===== config.mk =====
export PLATFORM = sky130hd
export DESIGN_NAME = plin_front
export DESIGN_NICKNAME = d
export VERILOG_FILES = /design/src/rtl/plin_pkg.sv /design/src/rtl/plin_front.sv
export SDC_FILE = /design/constraint.sdc
export NUM_CORES = 1
export LEC_CHECK = 0
export BUFFER_PORTS_ARGS = -buffer_cell sky130_fd_sc_hd__buf_4
export CAP_MARGIN = 20
export CORE_ASPECT_RATIO = 0.5
export CORE_UTILIZATION = 56
export DETAILED_ROUTE_END_ITERATION = 7
export MAX_ROUTING_LAYER = met4
export PLACE_DENSITY = 0.85
export RECOVER_POWER = 50
export SLEW_MARGIN = 20
export SYNTH_ARGS = -nofsm -noshare
export SYNTH_HDL_FRONTEND = slang
export SYNTH_SLANG_ARGS = --single-unit

===== constraint.sdc =====
create_clock -name i_clk -period 3.3 [get_ports i_clk]
set_input_delay 0.495 -clock i_clk [delete_from_list [all_inputs] [get_ports i_clk]]
set_output_delay 0.495 -clock i_clk [all_outputs]
set_load 0.01 [all_outputs]

===== src/rtl/plin_pkg.sv =====
// ----------------------------------------------------------------------------
// Piecewise linear interpolator package
// Shared types, codes and constants for the interpolator block.
// ----------------------------------------------------------------------------
`default_nettype none

package plin_pkg;

    // Data widths of the Q16.16 fields.
    localparam int DATA_WIDTH        = 32;
    localparam int VALUE_WIDTH       = 32;
    localparam int DEF_TABLE_DEPTH   = 256;
    localparam int QUEUE_DEPTH       = 4;
    localparam int FRAC_BITS         = 16;
    localparam logic [16:0] ONE_Q16  = 17'd65536;

    // Input function codes.
    localparam logic [1:0] FUNC_CLEAR  = 2'd0;
    localparam logic [1:0] FUNC_APPEND = 2'd1;
    localparam logic [1:0] FUNC_QUERY  = 2'd2;

    // Result status codes.
    localparam logic [1:0] ST_IN_RANGE = 2'd0;
    localparam logic [1:0] ST_BELOW    = 2'd1;
    localparam logic [1:0] ST_ABOVE    = 2'd2;
    localparam logic [1:0] ST_EMPTY    = 2'd3;

    // Configuration register indexes.
    localparam logic [1:0] REG_MODE  = 2'd0;
    localparam logic [1:0] REG_FRAC  = 2'd1;
    localparam logic [1:0] REG_BELOW = 2'd2;
    localparam logic [1:0] REG_ABOVE = 2'd3;

    typedef enum logic [1:0] {
        OP_CLEAR,
        OP_APPEND,
        OP_QUERY
    } t_op;

    // One queued operation: x carries point_x or query_x.
    typedef struct packed {
        t_op                     op;
        logic [DATA_WIDTH-1:0]   x;
        logic [DATA_WIDTH-1:0]   y;
    } t_entry;

    typedef struct packed {
        logic                    interp_mode;
        logic [16:0]             step_fraction;
        logic [DATA_WIDTH-1:0]   below_value;
        logic [DATA_WIDTH-1:0]   above_value;
    } t_cfg;

    typedef enum logic [3:0] {
        S_IDLE,
        S_BIS_RD,
        S_BIS_CMP,
        S_RD_I,
        S_RD_J,
        S_CAP_J,
        S_CHK,
        S_DIV,
        S_MUL1,
        S_MUL2,
        S_FIN,
        S_EMIT
    } t_state;

endpackage

`default_nettype wire


===== src/rtl/plin_front.sv =====
// ----------------------------------------------------------------------------
// Interpolator front end
// Accepts input beats, decodes the function code and queues operations.
// ----------------------------------------------------------------------------
`default_nettype none

module plin_front
    import plin_pkg::*;
(
    input  wire logic                   i_clk,
    input  wire logic                   i_rst_n,
    input  wire logic                   i_valid,
    output logic                        o_stall,
    input  wire logic [1:0]             i_func,
    input  wire logic [DATA_WIDTH-1:0]  i_point_x,
    input  wire logic [DATA_WIDTH-1:0]  i_point_y,
    input  wire logic [DATA_WIDTH-1:0]  i_query_x,
    output logic                        o_q_valid,
    output t_entry                      o_q_entry,
    input  wire logic                   i_q_pop
);

    localparam int PW = $clog2(QUEUE_DEPTH);

    t_entry            r_queue [QUEUE_DEPTH];
    logic [PW-1:0]     r_wr_ptr;
    logic [PW-1:0]     r_rd_ptr;
    logic [PW:0]       r_fill;
    logic              accept;
    logic              push;
    logic              pop;
    t_entry            entry;

    assign o_stall   = (r_fill == PW'(0) + (PW+1)'(QUEUE_DEPTH));
    assign accept    = i_valid && !o_stall;
    assign o_q_valid = (r_fill != '0);
    assign o_q_entry = r_queue[r_rd_ptr];
    assign pop       = i_q_pop && o_q_valid;

    // Decode the function code; the unused code is dropped here.
    always_comb begin
        entry.x  = i_point_x;
        entry.y  = i_point_y;
        entry.op = OP_CLEAR;
        push     = accept;
        case (i_func)
            FUNC_CLEAR:  entry.op = OP_CLEAR;
            FUNC_APPEND: entry.op = OP_APPEND;
            FUNC_QUERY: begin
                entry.op = OP_QUERY;
                entry.x  = i_query_x;
            end
            default:     push = 1'b0;
        endcase
    end

    // Queue storage.
    always_ff @(posedge i_clk) begin
        if (push) begin
            r_queue[r_wr_ptr] <= entry;
        end
    end

    // Queue pointers.
    always_ff @(posedge i_clk) begin
        if (!i_rst_n) begin
            r_wr_ptr <= '0;
            r_rd_ptr <= '0;
            r_fill   <= '0;
        end else begin
            if (push) begin
                r_wr_ptr <= r_wr_ptr + PW'(1);
            end
            if (pop) begin
                r_rd_ptr <= r_rd_ptr + PW'(1);
            end
            if (push && !pop) begin
                r_fill <= r_fill + (PW+1)'(1);
            end else if (pop && !push) begin
                r_fill <= r_fill - (PW+1)'(1);
            end
        end
    end

endmodule

`default_nettype wire


# After elaboration in Yosys (flattened, before gate mapping)
# Memories as Yosys holds them, arrays and structs flattened. A register that Yosys moved wholly into a read port is not among the register bits.
# Index checks and enable logic that the tools add are counted.
dict set report totals {
  ff_bits 7
  ram_bits 264
  input_bits 102
  output_inout_bits 68
  elab_cells 31
  n_memories 1
}
dict set report op_classes {
  n_addsub 4
  n_eq_ne 3
  mux 9
  reduce_logical 11
}
# name words width rd rd_ports_with_merged_regs write_ports line
set mem_list {}
lappend mem_list {r_queue 4 66 1 1 1 plin_front.sv:25} ;# t_entry r_queue [QUEUE_DEPTH];
# op n
set ops {}
lappend ops {{32-bit two-way mux} 1}
lappend ops {{3-bit two-way mux} 2}
lappend ops {{2-bit by 1-bit adder with 2-bit output, second input constant} 2}
lappend ops {{1-bit logical AND} 4}
lappend ops {{2-bit two-way mux} 2}
lappend ops {{2-bit case mux with 2 select lines} 1}
lappend ops {{3-bit by 1-bit adder with 3-bit output, second input constant} 1}
lappend ops {{3-bit equality test, second input constant} 1}
lappend ops {{1-bit zero test} 3}
lappend ops {{1-bit two-way mux} 3}
lappend ops {{3-bit nonzero test} 1}
lappend ops {{3-bit OR reduction} 1}
lappend ops {{3-bit by 1-bit subtractor with 3-bit output, second input constant} 1}
lappend ops {{2-bit by 1-bit equality test with 1-bit output, second input constant} 1}
lappend ops {{2-bit equality test, second input constant} 1}
lappend ops {{2-bit zero test} 1}
lappend ops {{2-bit nonzero test} 1}

# Logic depth before layout (Yosys ltp)
# Gate-level depths: netlist of run 1.
dict set report depth {
  word_depth 8
  mapped_depth 8
  ltp_nobuf 8
}

# Worst setup path after synthesis of run 1
# No wires, ideal clock.
dict set report synth_path {
  kind {in2reg}
  startpoint {input port i_valid}
  endpoint {memory r_queue[2][0] (netlist name), enable pin}
  arrival_time_ps 2472
  required_ps 2869
  slack_ps 397
  stages 3
  n_path_buf 0
  cell_sequence {inv_1 -> a211oi_4 -> and2_1}
}
dict set report synth_between {
  elab_chain_len 4
}
# element line
set synth_lines {}
lappend synth_lines {{from (decl)} plin_front.sv:12} ;# input wire logic i_valid,
lappend synth_lines {{1-bit logical AND} plin_front.sv:35} ;# assign accept = i_valid && !o_stall;
lappend synth_lines {{1-bit two-way mux} plin_front.sv:46} ;# case (i_func)
lappend synth_lines {{via push} plin_front.sv:30} ;# logic push;
lappend synth_lines {{1-bit two-way mux} plin_front.sv:59} ;# if (push) begin
lappend synth_lines {{1-bit two-way mux (not written as such)} plin_front.sv:60} ;# r_queue[r_wr_ptr] <= entry;
lappend synth_lines {{to (decl)} plin_front.sv:25}
# The timed path passes the listed nets, and every way through them passes these cells.

# Worst setup path in the final report of run 1
dict set report layout_path {
  startpoint {register r_fill[0]}
  endpoint {register r_fill[2]}
}
dict set report layout_between {
  elab_chain_len 7
  elab_cells_between_ends 15
  cone_classes {2 x add/sub; 1 x eq/ne; 3 x mux; 9 x reduce/logical}
}
# element line
set layout_lines {}
lappend layout_lines {{from (decl)} plin_front.sv:28} ;# logic [PW:0] r_fill;
lappend layout_lines {{from (signal assigned)} plin_front.sv:78} ;# r_fill <= r_fill + (PW+1)'(1);
lappend layout_lines {{from (signal assigned)} plin_front.sv:80} ;# r_fill <= r_fill - (PW+1)'(1);
lappend layout_lines {{3-bit equality test (*)} plin_front.sv:34} ;# assign o_stall = (r_fill == PW'(0) + (PW+1)'(QUEUE_DEPTH));
lappend layout_lines {{1-bit zero test (*)} plin_front.sv:35}
lappend layout_lines {{1-bit logical AND (*)} plin_front.sv:35}
lappend layout_lines {{1-bit two-way mux (*)} plin_front.sv:46}
lappend layout_lines {{via push} plin_front.sv:30}
lappend layout_lines {{1-bit zero test} plin_front.sv:79} ;# end else if (pop && !push) begin
lappend layout_lines {{1-bit logical AND} plin_front.sv:79}
lappend layout_lines {{2-bit nonzero test (no line)} n/a}
# Mark *: on every way through the listed nets, which the timed path passes. The rest lies on a longest branch. The select of a mux whose other input is x is not followed.
# A chain may end at the register's enable or synchronous reset.

==> reports/metrics.yaml, run 1 <==
groute.usage.overall_pct: 20.7
pin_count: 170
internal_power_mw: 6.92
nets: 725
drtIter0Drc: 313
ctsHoldBuffers: 0
cts_resized: 0
hpwl_um: 11600
cap_viol_max_count: 1
critPathCaptureType: "flip-flop"
critPathSlowestCell: "a211oi_1"
powerDensity_nw_per_um2: 728
critPathLaunchType: "flip-flop"
p_total_mw: 9.21
yosys_warnings: 0
n_antenna_cell: 0
finClkSkew_ns: 0.00772
crit_chain: "nor3b_1 -> a211oi_1 -> ha_1 -> inv_1 -> fa_1 -> xor2_1 -> or3_1 -> a21boi_0"
hp-class: "in2reg"
initial_core_util_pct: 58.6
drive_above_1_share_pct: 40.1
drt-total-wl_um: 18700
hold_viol_final: 0
worstSetupPathType: "reg2reg"
ys_seq_elements: 273
routed-wl-met3_um: 720
worstPathArrival_ns: 3.28
grt_pass1_vias: 5231
worstPathRequired_ns: 3.72
clock_path_buffers: 3
ant_nets: 0
p_sw_share_pct: 24.9
yosysSeqAreaShare_pct: 77.8
path_clk_slew_ns: 0.07
area_growth_pct: 21.3
core_area_um2: 17800
failed_checks: "max-capacitance violations, max-slew violations"
clock_sinks: 273
slew_headroom_pct: -42.5
layout_common_cells: "edfxtp_1 (264), buf_4 (140), mux4_2 (66), clkbuf_1 (41), mux2_1 (32)"
synth.area.top_cells: "edfxtp_1 (76%), mux4_2 (14%), mux2_2 (3.5%)"
dieArea_um2: 19200
final_common_cell: "edfxtp_1"
fin_crit_ns: 2.85
grt_max_degree: 56
h-tree-depth: 1
vias_per_cell: 5.60
fmax_mhz: 350
peakVddDrop_mv: 0.445
path_buf_inv: 1
post_cts_buffers: 0
drcViolationCount: 0
tns_ns: 0
die_h_um: 98.5
rsz0062_at_grt: "false"
synth_top_area_cell: "edfxtp_1"
cts-buffers-inserted: 23
io_buffer_count: 169
cp_top_family: "compound AO/OA/AOI/OAI gates"
place_congestion: 0.733
drv_slew: 37
wl_met1_um: 8210
syn_area_um2: 10400
syn_nets: 538
drt-pass1-iter-count: 4
antenna_found_initial: 0
synthCells: 430
pwr-share-comb_pct: 23.1
wl_met2_um: 9320
root_buffer: "clkbuf_16"
slowest_delay_ns: 0.79
top_layer: "met4"
synth_cell_type_count: 24
synth_top_area_share_pct: 76.0
routedWlPerCell_um: 21.6
pwr-share-clk_pct: 30.1
grt_first_pass_wirelength_um: 29200
cts_tree: "built"
worstMarginPinSlew_ns: 2.14
fin_crit_sh_pct: 86.5
crit_path_max_fanout: 7
setup_viol: 0
synth_area_per_cell_um2: 24.2
via_count: 4852
total_leakage_power_nw: 4.25
grt_overflow: 0
dpl.cell_count: 826
switchingPower_mw: 2.29
die_w_um: 195
outcome: "complete, but fails checks"
num_rows: 34
pwr-share-seq_pct: 46.8
insertion_delay_ns: 0.49
final_cells: 867
-- registers in the layout, indices dropped and copies added, names as in the netlist, named ones only --
signal / count
r_rd_ptr: 2
r_wr_ptr: 2
r_fill: 3
r_queue: 264
-- kinds of logic after synthesis --
group | synth area share (%)
adder cells (fa/ha/maj) | 0.792
buffers and inverters | 1.54
XOR/XNOR | 0.336
flip-flops | 77.8
multiplexers | 18.0
AND/OR/NAND/NOR | 1.04
AO/OA/AOI/OAI | 0.516
-- cell type report --
cell class / count / area [um2]
inverter: 4 / 15.0
sequential: 273 / 8120
clock buffer: 29 / 598
clock inverter: 12 / 170
multi-input combinational: 134 / 2150
fill: 1090 / 5140
tap: 234 / 293
timing repair buffer: 181 / 1300
-- metal layers --
metal,track usage (%),vias up
met1,28.6,2503
met5,-,-
met2,33.3,131
met4,5.33,0
li1,-,2182
met3,3.05,36
-- power groups by stage --
stage | combinational [mW] | sequential, mW | clock (mW)
after floorplan | 1.38 | 4.26 | 0
after global placement | 2.16 | 4.38 | 0
after detailed placement | 2.19 | 4.40 | 0
after CTS | 2.21 | 4.33 | 2.80
after global routing | 2.28 | 4.35 | 2.95
final | 2.13 | 4.31 | 2.77
-- stage by stage --
stage          hold slack, ns  area (um2)  utilization [%]  setup slack, ns
2_1_floorplan           0.468       10400                -            0.397
3_3_place_gp            0.487       12000             67.7            0.940
3_5_place_dp            0.499       12000             67.7            0.843
4_1_cts                 0.175       12800             72.0            0.462
5_1_grt                 0.243       12600             71.1            0.241
6_report                0.249       12600             71.1            0.445
-- worst paths after layout --
path | start | to | slack (ns) | cells after the start
max reg2reg | r_fill[0] | r_fill[2] | 0.45 | 8
min | i_point_y[22] | r_queue[2][22] | 0.25 | 1
max | r_fill[0] | r_fill[2] | 0.45 | 8
min reg2reg | r_wr_ptr[1] | r_wr_ptr[1] | 0.51 | 2
-- cells in the mapped netlist --
| master | n |
|---|---|
| a211oi_4 | 1 |
| a21boi_0 | 1 |
| and2_1 | 8 |
| buf_2 | 5 |
| buf_4 | 4 |
| buf_6 | 7 |
| clkbuf_1 | 3 |
| dfxtp_1 | 9 |
| edfxtp_1 | 264 |
| fa_1 | 1 |
| ha_1 | 5 |
| inv_1 | 4 |
| mux2_2 | 32 |
| mux2i_1 | 3 |
| mux4_2 | 66 |
| nand2_1 | 4 |
| nor2b_1 | 3 |
| nor3b_2 | 1 |
| o21ai_0 | 1 |
| o311ai_1 | 1 |
| o31ai_2 | 1 |
| or3_1 | 2 |
| xnor2_1 | 3 |
| xor2_1 | 1 |
(Power assumes the default switching activity.)
==> run 2: changes to the inputs <==
PLACE_DENSITY = 0.84   (was 0.85)
==> reports/metrics.yaml, run 2 (synthesis gave the netlist of run 1 again) <==
layout_common_cells: "edfxtp_1 (264), buf_4 (136), mux4_2 (66), clkbuf_1 (37), mux2_1 (32)"
postLayoutCoreUtil_pct: 71.3  # +0.18 points
n_antenna_cell: 0  # unchanged
top_register: "r_queue"
path_buf_inv: 1  # unchanged
area_growth_pct: 21.6
place_congestion: 0.717  # -2.2%
pin_count: 170  # unchanged
grt_pass1_vias: 5074  # -3.0%
hold_viol_final: 0  # unchanged
drtIter0Drc: 235  # -25%
critPathLaunchType: "flip-flop"
drv_slew: 37  # unchanged
wl_met2_um: 9800  # +5.2%
path_clk_slew_ns: 0.07  # about the same
clock_sinks: 273  # unchanged
critPathCaptureType: "flip-flop"
cts-buffers-inserted: 23  # unchanged
io_buffer_count: 169  # unchanged
rr_worst_depth: 8  # unchanged
r2r-end: "r_fill[2]"
failed_checks: "max-capacitance violations, max-slew violations"
reg_top3: "r_queue: 264 flops, r_fill: 3 flops"
die_w_um: 195  # unchanged
drt-total-wl_um: 18900  # +0.94%
finClkSkew_ns: 0.0122  # +0.00446 ns
slew_headroom_pct: -45.0  # -2.5 points
top_layer: "met4"
worstSetupPathType: "reg2reg"
rsz0062_at_grt: "false"
grt_first_pass_wirelength_um: 28700  # -1.6%
drive_above_1_share_pct: 40.2  # +0.096 points
routedWlPerCell_um: 21.9  # +1.4%
via_count: 4892  # +0.82%
setup_viol: 0  # unchanged
fin_crit_sh_pct: 84.5  # -2.0 points
vias_per_cell: 5.67  # +1.3%
ant_nets: 0  # unchanged
clock_path_buffers: 3  # unchanged
slowest_delay_ns: 0.75  # -0.04 ns
cp_top_family: "compound AO/OA/AOI/OAI gates"
post_cts_buffers: 0  # unchanged
initial_core_util_pct: 58.6  # unchanged
r2r_start: "r_fill[0]"
grt_max_degree: 67  # +20%
routed-wl-met3_um: 794  # +10%
worstMarginPinSlew_ns: 2.18  # +0.0377 ns
crit_chain: "nor3b_1 -> a211oi_1 -> ha_1 -> inv_1 -> fa_1 -> xor2_1 -> or3_1 -> a21boi_0"
ctsHoldBuffers: 0  # unchanged
fmax_mhz: 359  # +2.4%
die_h_um: 98.5  # unchanged
powerDensity_nw_per_um2: 739  # +1.5%
worstPathRequired_ns: 3.73  # about the same
nets: 721  # -0.55%
cts_resized: 0  # unchanged
core_area_um2: 17800  # unchanged
placed_area_um2: 12000  # -0.15%
pre_cts_slack_ns: 0.879  # +0.0360 ns
outcome: "complete, but fails checks"
hold-path-endpoint: "r_queue[2][4]"
peakVddDrop_mv: 0.394  # -11%
min_from: "i_point_y[4]"
groute.usage.overall_pct: 20.7  # -0.024 points
grt_overflow: 0  # unchanged
worstPathArrival_ns: 3.22  # -0.06 ns
drt-pass1-iter-count: 5  # +1
fin_ws_ns: 0.513  # +0.0671 ns
fin_crit_ns: 2.79  # -0.0671 ns
final_area_um2: 12700  # +0.25%
antenna_found_initial: 0  # unchanged
wl_met1_um: 7900  # -3.7%
tns_ns: 0  # unchanged
h-tree-depth: 1  # unchanged
critPathSlowestCell: "a211oi_1"
crit_path_max_fanout: 7  # unchanged
reg2reg_slack_ns: 0.51  # +0.07 ns
drcViolationCount: 0  # unchanged
cts_tree: "built"
dieArea_um2: 19200  # unchanged
cap_viol_max_count: 1  # unchanged
insertion_delay_ns: 0.50  # about the same
hp-class: "in2reg"
total_leakage_power_nw: 4.25  # +0.12%
root_buffer: "clkbuf_16"
hpwl_um: 11500  # -0.65%
whs_path_depth: 1  # unchanged
final_common_cell: "edfxtp_1"
largest_register_ffs: 264  # unchanged
num_rows: 34  # unchanged
-- run 2: cell count changes in the layout (fill, tap and decap cells not counted) --
cell / delta
buf_4: -4
and2_2: +2
clkinv_2: +1
buf_12: +1
inv_6: -2
and2_4: -2
clkinv_1: +1
clkinvlp_4: +1
clkbuf_1: -4
bufinv_16: +2
-- run 2: metal layers --
metal | global-route usage (%) | up-vias
met1 | 27.8 | 2543
met4 | 5.21 | 0
li1 | - | 2177
met3 | 3.35 | 30
met2 | 33.9 | 142
met5 | - | -
-- run 2: cell type report --
class	instances	area [um2]
Timing Repair Buffer	177	1290
Clock buffer	26	587
Sequential cell	273	8120
Multi-Input combinational cell	134	2150
Inverter	4	15.0
Tap cell	234	293
Clock inverter	15	229
Fill cell	1079	5100
-- run 2: where the power goes --
| part | switching (mW) | internal, mW |
|---|---|---|
| clock | 1.19 | 1.75 |
| sequential | 0.154 | 4.11 |
| combinational | 0.975 | 1.19 |
-- run 2: per-stage QoR --
| step | hold WS [ns] | std cells | power [mW] |
|---|---|---|---|
| after floorplan | 0.468 | 430 | 5.64 |
| after global placement | 0.487 | 822 | 6.53 |
| after detailed placement | 0.495 | 822 | 6.58 |
| after CTS | 0.171 | 863 | 9.50 |
| after global routing | 0.246 | 863 | 9.72 |
| final | 0.257 | 863 | 9.37 |
-- run 2: how the worst max path moves through the flow --
stage,startpoint,to,depth (start not counted)
2_1_floorplan,i_valid,r_queue[2][0],3
3_3_place_gp,i_func[0],r_fill[2],8
3_5_place_dp,i_func[0],r_fill[2],8
4_1_cts,flip-flop,o_q_entry[34],3
5_1_grt,r_fill[0],r_fill[2],8
6_report,r_fill[0],r_fill[2],8
